<file path="src/bdpc_pkg.sv">
// ----------------------------------------------------------------------------
// bdpc_pkg
// Shared types and codes for the debounce and press classifier block.
// ----------------------------------------------------------------------------
`default_nettype none

package bdpc_pkg;

    // apb register map
    localparam int unsigned PADDR_W = 4;
    localparam int unsigned PDATA_W = 32;
    localparam logic [1:0]  REG_EDGE_SELECT  = 2'd0;
    localparam logic [1:0]  REG_SAMPLE_INTVL = 2'd1;
    localparam logic [1:0]  REG_LONG_PRESS   = 2'd2;

    // register reset values
    localparam logic [1:0]  EDGE_SELECT_RST  = 2'd0;
    localparam logic [15:0] SAMPLE_INTVL_RST = 16'd0;
    localparam logic [15:0] LONG_PRESS_RST   = 16'd1000;

    // edge select bits
    localparam int unsigned SEL_RISE_BIT = 0;
    localparam int unsigned SEL_FALL_BIT = 1;

    // level codes
    localparam logic [1:0] CODE_LOW  = 2'd0;
    localparam logic [1:0] CODE_HIGH = 2'd1;
    localparam logic [1:0] CODE_ROSE = 2'd2;
    localparam logic [1:0] CODE_FELL = 2'd3;

    // press events
    localparam logic [1:0] EV_NONE  = 2'd0;
    localparam logic [1:0] EV_SHORT = 2'd1;
    localparam logic [1:0] EV_LONG  = 2'd2;

    typedef struct packed {
        logic [1:0]  edge_select;
        logic [15:0] sample_interval_ms;
        logic [15:0] long_press_ms;
    } cfg_t;

    typedef struct packed {
        logic        raw_sample;
        logic [31:0] time_ms;
        logic        ack_rise;
        logic        ack_fall;
    } item_t;

    typedef struct packed {
        logic [1:0] level_code;
        logic       edge_pulse;
        logic       code_changed;
        logic [1:0] press_event;
        logic       rise_seen;
        logic       fall_seen;
    } result_t;

endpackage

`default_nettype wire

</file>
<file path="src/bdpc_apb_regs.sv">
// ----------------------------------------------------------------------------
// bdpc_apb_regs
// APB configuration registers: edge select, sample interval, long press limit.
// ----------------------------------------------------------------------------
`default_nettype none

module bdpc_apb_regs (
    input  wire logic                            clk,
    input  wire logic                            rst_n,
    input  wire logic                            psel,
    input  wire logic                            penable,
    input  wire logic                            pwrite,
    input  wire logic [bdpc_pkg::PADDR_W-1:0]    paddr,
    input  wire logic [bdpc_pkg::PDATA_W-1:0]    pwdata,
    output logic      [bdpc_pkg::PDATA_W-1:0]    prdata,
    output logic                                 pready,
    output bdpc_pkg::cfg_t                       cfg
);
    import bdpc_pkg::*;

    logic [1:0]  edge_select_reg;
    logic [15:0] sample_intvl_reg;
    logic [15:0] long_press_reg;
    logic        wr_en;
    logic [1:0]  reg_idx;

    assign pready  = 1'b1;
    assign wr_en   = psel && penable && pwrite;
    assign reg_idx = paddr[3:2];

    // register writes
    always_ff @(posedge clk or negedge rst_n)
    begin
        if (!rst_n)
        begin
            edge_select_reg  <= EDGE_SELECT_RST;
            sample_intvl_reg <= SAMPLE_INTVL_RST;
            long_press_reg   <= LONG_PRESS_RST;
        end
        else if (wr_en)
        begin
            unique case (reg_idx)
                REG_EDGE_SELECT:  edge_select_reg  <= pwdata[1:0];
                REG_SAMPLE_INTVL: sample_intvl_reg <= pwdata[15:0];
                REG_LONG_PRESS:   long_press_reg   <= pwdata[15:0];
                default:          ;
            endcase
        end
    end

    // read back
    always_comb
    begin
        unique case (reg_idx)
            REG_EDGE_SELECT:  prdata = {30'd0, edge_select_reg};
            REG_SAMPLE_INTVL: prdata = {16'd0, sample_intvl_reg};
            REG_LONG_PRESS:   prdata = {16'd0, long_press_reg};
            default:          prdata = '0;
        endcase
    end

    assign cfg.edge_select        = edge_select_reg;
    assign cfg.sample_interval_ms = sample_intvl_reg;
    assign cfg.long_press_ms      = long_press_reg;

endmodule

`default_nettype wire

</file>
<file path="src/bdpc_core.sv">
// ----------------------------------------------------------------------------
// bdpc_core
// Debounce state, edge report and press timing; one word per enabled cycle.
// ----------------------------------------------------------------------------
`default_nettype none

module bdpc_core (
    input  wire logic            clk,
    input  wire logic            rst_n,
    input  bdpc_pkg::cfg_t       cfg,
    input  wire logic            step,
    input  bdpc_pkg::item_t      item,
    output bdpc_pkg::result_t    res
);
    import bdpc_pkg::*;

    logic        last_raw_reg,      last_raw_next;
    logic        stable_reg,        stable_next;
    logic [1:0]  pending_reg,       pending_next;
    logic [1:0]  reported_reg,      reported_next;
    logic [31:0] last_accept_reg,   last_accept_next;
    logic        rise_flag_reg,     rise_flag_next;
    logic        fall_flag_reg,     fall_flag_next;
    logic [31:0] press_start_reg,   press_start_next;
    logic        long_rep_reg,      long_rep_next;

    logic        intvl_zero;
    logic [31:0] elapsed;
    logic        take;
    logic [1:0]  code;
    logic        rise_set;
    logic        fall_set;
    logic [31:0] held;
    logic        under_limit;

    // sample acceptance
    assign intvl_zero = (cfg.sample_interval_ms == 16'd0);
    assign elapsed    = item.time_ms - last_accept_reg;
    assign take       = intvl_zero || (elapsed >= {16'd0, cfg.sample_interval_ms});

    // press duration
    assign held        = item.time_ms - press_start_reg;
    assign under_limit = (held < {16'd0, cfg.long_press_ms});

    // next state and result
    always_comb
    begin
        last_raw_next    = last_raw_reg;
        stable_next      = stable_reg;
        code             = pending_reg;
        rise_set         = 1'b0;
        fall_set         = 1'b0;
        last_accept_next = last_accept_reg;
        press_start_next = press_start_reg;
        long_rep_next    = long_rep_reg;
        res.press_event  = EV_NONE;

        if (take)
        begin
            if (!intvl_zero)
            begin
                last_accept_next = item.time_ms;
            end
            if (item.raw_sample == last_raw_reg)
            begin
                if (item.raw_sample != stable_reg)
                begin
                    stable_next = item.raw_sample;
                    code        = item.raw_sample ? CODE_ROSE : CODE_FELL;
                    rise_set    = item.raw_sample;
                    fall_set    = !item.raw_sample;
                end
                else
                begin
                    code = item.raw_sample ? CODE_HIGH : CODE_LOW;
                end
            end
            last_raw_next = item.raw_sample;
        end

        reported_next = code;
        unique case (code)
            CODE_ROSE: pending_next = CODE_HIGH;
            CODE_FELL: pending_next = CODE_LOW;
            default:   pending_next = code;
        endcase

        // press classification
        if (code == CODE_FELL)
        begin
            press_start_next = item.time_ms;
            long_rep_next    = 1'b0;
        end
        if (code == CODE_ROSE && under_limit)
        begin
            res.press_event = EV_SHORT;
        end
        if (code == CODE_LOW && !long_rep_reg && !under_limit)
        begin
            long_rep_next   = 1'b1;
            res.press_event = EV_LONG;
        end

        // sticky flags: report from the edge onward, clear on ack
        res.rise_seen  = rise_flag_reg || rise_set;
        res.fall_seen  = fall_flag_reg || fall_set;
        rise_flag_next = res.rise_seen && !item.ack_rise;
        fall_flag_next = res.fall_seen && !item.ack_fall;

        res.level_code   = code;
        res.code_changed = (reported_reg != code);
        res.edge_pulse   = ((code == CODE_ROSE) && cfg.edge_select[SEL_RISE_BIT]) ||
                           ((code == CODE_FELL) && cfg.edge_select[SEL_FALL_BIT]);
    end

    // state registers
    always_ff @(posedge clk or negedge rst_n)
    begin
        if (!rst_n)
        begin
            last_raw_reg    <= 1'b0;
            stable_reg      <= 1'b0;
            pending_reg     <= CODE_LOW;
            reported_reg    <= CODE_LOW;
            last_accept_reg <= '0;
            rise_flag_reg   <= 1'b0;
            fall_flag_reg   <= 1'b0;
            press_start_reg <= '0;
            long_rep_reg    <= 1'b0;
        end
        else if (step)
        begin
            last_raw_reg    <= last_raw_next;
            stable_reg      <= stable_next;
            pending_reg     <= pending_next;
            reported_reg    <= reported_next;
            last_accept_reg <= last_accept_next;
            rise_flag_reg   <= rise_flag_next;
            fall_flag_reg   <= fall_flag_next;
            press_start_reg <= press_start_next;
            long_rep_reg    <= long_rep_next;
        end
    end

endmodule

`default_nettype wire

</file>
<file path="src/button_debounce_press_classifier_top.sv">
// ----------------------------------------------------------------------------
// button_debounce_press_classifier_top
// Switch debouncer with edge report and short/long press classifier.
// ----------------------------------------------------------------------------
// A word accepted into the input register moves on to the result register
// once the result register is free, and appears on the output from there.
// Throughput: one word per cycle while the output is not stalled; the input
// register feeds the state logic and the result register in a single pass.
// in_ready stays high while the result register is empty or being taken.
// Reset (rst_n low, asynchronous) clears all state and config to defaults.
`default_nettype none

module button_debounce_press_classifier_top (
    input  wire logic                            clk,
    input  wire logic                            rst_n,
    // apb configuration
    input  wire logic                            psel,
    input  wire logic                            penable,
    input  wire logic                            pwrite,
    input  wire logic [bdpc_pkg::PADDR_W-1:0]    paddr,
    input  wire logic [bdpc_pkg::PDATA_W-1:0]    pwdata,
    output logic      [bdpc_pkg::PDATA_W-1:0]    prdata,
    output logic                                 pready,
    // input channel
    input  wire logic                            in_valid,
    output logic                                 in_ready,
    input  wire logic                            raw_sample,
    input  wire logic [31:0]                     time_ms,
    input  wire logic                            ack_rise,
    input  wire logic                            ack_fall,
    // output channel
    output logic                                 out_valid,
    input  wire logic                            out_ready,
    output logic [1:0]                           level_code,
    output logic                                 edge_pulse,
    output logic                                 code_changed,
    output logic [1:0]                           press_event,
    output logic                                 rise_seen,
    output logic                                 fall_seen
);
    import bdpc_pkg::*;

    cfg_t    cfg;
    item_t   item_reg;
    logic    item_valid_reg;
    result_t res;
    result_t res_reg;
    logic    out_valid_reg;
    logic    out_free;
    logic    step;

    bdpc_apb_regs u_regs (
        .clk     (clk),
        .rst_n   (rst_n),
        .psel    (psel),
        .penable (penable),
        .pwrite  (pwrite),
        .paddr   (paddr),
        .pwdata  (pwdata),
        .prdata  (prdata),
        .pready  (pready),
        .cfg     (cfg)
    );

    // pipeline flow control
    assign out_free = !out_valid_reg || out_ready;
    assign step     = item_valid_reg && out_free;
    assign in_ready = !item_valid_reg || step;

    // input register
    always_ff @(posedge clk or negedge rst_n)
    begin
        if (!rst_n)
        begin
            item_valid_reg <= 1'b0;
        end
        else if (in_ready)
        begin
            item_valid_reg <= in_valid;
        end
    end

    always_ff @(posedge clk)
    begin
        if (in_valid && in_ready)
        begin
            item_reg.raw_sample <= raw_sample;
            item_reg.time_ms    <= time_ms;
            item_reg.ack_rise   <= ack_rise;
            item_reg.ack_fall   <= ack_fall;
        end
    end

    bdpc_core u_core (
        .clk   (clk),
        .rst_n (rst_n),
        .cfg   (cfg),
        .step  (step),
        .item  (item_reg),
        .res   (res)
    );

    // result register
    always_ff @(posedge clk or negedge rst_n)
    begin
        if (!rst_n)
        begin
            out_valid_reg <= 1'b0;
        end
        else if (out_free)
        begin
            out_valid_reg <= item_valid_reg;
        end
    end

    always_ff @(posedge clk)
    begin
        if (step)
        begin
            res_reg <= res;
        end
    end

    assign out_valid    = out_valid_reg;
    assign level_code   = res_reg.level_code;
    assign edge_pulse   = res_reg.edge_pulse;
    assign code_changed = res_reg.code_changed;
    assign press_event  = res_reg.press_event;
    assign rise_seen    = res_reg.rise_seen;
    assign fall_seen    = res_reg.fall_seen;

endmodule

`default_nettype wire

</file>
<file path="config.mk">
export PLATFORM = sky130hd
export DESIGN_NAME = button_debounce_press_classifier_top
export DESIGN_NICKNAME = d
export VERILOG_FILES = /design/src/bdpc_pkg.sv /design/src/bdpc_apb_regs.sv /design/src/bdpc_core.sv /design/src/button_debounce_press_classifier_top.sv
export SDC_FILE = /design/constraint.sdc
export NUM_CORES = 1
export LEC_CHECK = 0
export BUFFER_PORTS_ARGS = -buffer_cell sky130_fd_sc_hd__buf_2
export CELL_PAD_IN_SITES_DETAIL_PLACEMENT = 1
export CELL_PAD_IN_SITES_GLOBAL_PLACEMENT = 2
export CORE_MARGIN = 2
export CORE_UTILIZATION = 38
export CTS_CLUSTER_DIAMETER = 40
export DETAILED_ROUTE_END_ITERATION = 8
export PLACE_DENSITY_LB_ADDON = 0.1
export SYNTH_ARGS = -nofsm -noshare
export SYNTH_HDL_FRONTEND = slang
export SYNTH_HIERARCHICAL = 1
export SYNTH_SLANG_ARGS = --single-unit
</file>
<file path="constraint.sdc">
create_clock -name clk -period 6.85 [get_ports clk]
set_input_delay 0.3425 -clock clk [delete_from_list [all_inputs] [get_ports clk]]
set_output_delay 0.3425 -clock clk [all_outputs]
set_load 0.01 [all_outputs]
</file>
==> impl_metrics.csv <==
group,metric,value,unit
timing,finalCritPeriodShare,0.876,
global_route,grt_use_total,0.208,
setup_path,path_max_fanout,35,
yosys,ys_seq_area_frac,0.369,
floorplan,core,0.0285,mm²
timing,finalSetupTns,0,ns
routing,via_per_inst,5.34,
yosys,synth_area_leaders,"dfrtp_1 24%, edfxtp_1 12%, ha_1 11%, mux2_2 6.0%, inv_1 4.1%",
routing,wl_per_cell,19.3,µm
routing,wl,30.5,mm
routing,dr.pass1.iters,6,
timing,finalSetupViolCount,0,
clocking,cts_tree,"done",
run_status,status,"finished, final reports clean",
place,dp_hpwl,23.8,mm
global_route,grt_pass1_vias,8637,
power_and_ir_drop,internal-power,2.75,mW
cells_and_area,nets,1362,
global_route,overflow,0,
cells_and_area,n_fill_cell,3268,
clocking,cts.sinks,152,
yosys,ys_seq_elements,152,
place,place_area,0.0116,mm²
global_route,grt_pass1_wl,48.7,mm
yosys,synth_top_cell_by_area,"dfrtp_1",
setup_path,cp_data_required_time,7.18,ns
clocking,cts_buffer_depth,2,
cells_and_area,antenna_cells,0,
cells_and_area,final_cell_mix,"118 x inv_1, 103 x dfrtp_1, 98 x ha_1",
timing,hold_viol,0,
yosys,synth.top_cell.area_share,0.236,
cells_and_area,final_common_cell,"inv_1",
timing,rsz0062_at_grt,"no",
routing,drc,0,
yosys,yosysWarnings,6,
power_and_ir_drop,p_comb_frac,0.516,
timing,tightest_slew,1.10,ns
yosys,postSynthAreaPerCell,9.80,µm²
timing,clock.fmax,0.167,GHz
cells_and_area,syn_to_final_growth,11.6,%
clocking,clkTransAtPathRegs,0.07,ns
yosys,ys_types,88,
global_route,antenna_found_initial,0,
clocking,clk_latency,0.45,ns
setup_path,worstSetupPathType,"reg -> reg",
cells_and_area,stdcell_area,0.0122,mm²
cells_and_area,largest_reg_flops,35,
floorplan,ios,121,
yosys,synthesis.area,0.0109,mm²
yosys,synth_flop_cell,"dfrtp_1",
setup_path,arrival,6.34,ns
yosys,postSynthCellCount,1114,
setup_path,crit_path_end_kind,"flop",
floorplan,fp.dieH,173,µm
routing,first_iter_violations,338,
floorplan,row_count,62,
power_and_ir_drop,clkPwrFrac,0.200,
min_path,min_path_type,"in -> reg",
yosys,synth-edff-count,43,
place,gp_congestion,0.786,
routing,antenna_left,0,
power_and_ir_drop,p_switching,2.01,mW
floorplan,start_util,0.383,
global_route,grt_max_degree,67,
floorplan,dieArea,0.0301,mm²
timing,timing.hold.ws,0.0612,ns
power_and_ir_drop,power_density,391,mW/mm²
timing,relSlewSlack,0.264,
floorplan,die_w,173,µm
timing,final-max-slew-violation-count,0,
place,io_buffers,85,
clocking,cts_buffers,17,
clocking,root_buffer,"clkbuf_16",
setup_path,cp-start-kind,"flop",
yosys,async_reset_ff_frac,0.717,
cells_and_area,drive_gt1_frac,0.186,
job,maxCapViolCount,0,
power_and_ir_drop,p_seq_frac,0.284,
power_and_ir_drop,leakage,5.60,nW
clocking,htree_num_levels,4,
power_and_ir_drop,ir_drop,0.000198,V
routing,vias,8446,
timing,period_minus_slack,6.00,ns
power_and_ir_drop,switching_share,0.422,
timing,worst_clock_skew,0.0107,ns
-- synthesized netlist by cell type, types with 4 or more instances --
master and instances:
xnor2_1 20, a21o_1 34, o31ai_1 5, clkbuf_1 25
o21bai_1 7, nand3_1 23, a21boi_0 5, nor4_1 8
a21oi_1 74, a22o_1 15, a31oi_1 13, nor3b_1 4
nor3_1 23, mux2_1 26, dfrtp_1 103, o21ai_0 50
dfstp_2 6, mux2_4 10, nor2_1 46, xor2_1 18
nand4_1 17, or3_1 7, buf_4 24, o21ai_1 4
inv_1 118, and2_1 6, mux2_2 58, o21a_1 8
nand2b_1 18, and3_1 5, o211ai_1 11, nand2_1 68
mux2i_1 9, o2111ai_1 5, a211oi_1 11, ha_1 98
edfxtp_1 43, nor2b_1 8
-- stage by stage --
step                setup slack (ns)  utilization  power, mW  instances
CTS                            0.755        0.428       4.82       1581
finish                         0.848        0.428       4.77       1581
detailed placement             0.781        0.407       3.84       1548
floorplan                       1.53            -       3.17       1129
global placement               0.899        0.407       3.78       1548
global route                   0.340        0.428       5.18       1581
-- metal layers --
layer  up-vias  share of wire  GRT usage
met5         -              0          0
li1       4146              -          -
met1      4175           0.51      0.296
met4         0          0.012     0.0473
met3        25          0.029     0.0364
met2       100           0.45      0.330
-- kinds of logic after synthesis --
| kind of cell | share of synthesized area |
|---|---|
| multiplexers | 0.111 |
| other | 0.000688 |
| buffers and inverters | 0.0720 |
| adder cells (fa/ha/maj) | 0.116 |
| flip-flops | 0.369 |
| XOR/XNOR | 0.0305 |
| AO/OA/AOI/OAI | 0.175 |
| AND/OR/NAND/NOR | 0.126 |
-- worst paths after layout --
check	start	end	slack [ns]	cells after the start
hold / removal	time_ms[15]	item_reg[17]	0.06	1
setup / recovery	item_reg[2]	u_core/press_start_reg[15]	0.85	24
min in group asynchronous	rst_n	u_regs/sample_intvl_reg[1]	0.47	2
setup reg to reg	item_reg[2]	u_core/press_start_reg[15]	0.85	24
max in group asynchronous	rst_n	u_core/press_start_reg[4]	5.09	3
hold reg to reg	item_reg[1]	u_core/rise_flag_reg	0.42	1
-- timing repair --
| item | 4_1_cts | 5_1_grt |
|---|---|---|
| setup buffers | 0 | 0 |
| hold endpoints to repair | 43 | 0 |
| gates resized for setup | 0 | 0 |
| hold buffers | 1 | 0 |
-- power by group through the flow --
stage          Combinational (mW)  Sequential (mW)  Clock, mW
6_report                     2.46             1.35      0.954
3_5_place_dp                 2.47             1.37          0
3_3_place_gp                 2.42             1.36          0
4_1_cts                      2.48             1.35      0.986
2_1_floorplan                1.87             1.30          0
5_1_grt                      2.77             1.38       1.02
-- layout make-up --
cell class	count	area (µm²)	share of cell area
flip-flops and latches	152	4030	0.331
well taps	384	480	0.0394
clock inverters	12	104	0.00853
multi-input cells	803	6170	0.506
clock buffers	20	479	0.0393
inverters	118	443	0.0364
repair buffers	92	483	0.0396
-- worst max-delay path, stage by stage (launching register included) --
cell	delay [ns]
edfxtp_1	0.33
inv_1	0.07
ha_1	0.24
fa_1	0.41
nand2b_1	0.18
a21oi_1	0.23
o21a_1	0.31
o21ai_0	0.12
nand2b_1	0.13
xor2_1	0.18
ha_1	0.29
a21oi_1	0.16
nand2_1	0.06
a211oi_1	0.27
o22ai_1	0.12
nor4_1	0.27
nand4_1	0.11
or4_4	0.58
and3_1	0.32
mux2i_4	0.24
inv_1	0.10
ha_1	0.22
nand2_1	0.07
buf_4	0.42
mux2_2	0.39
No activity file was read; power rests on OpenSTA's default activity.
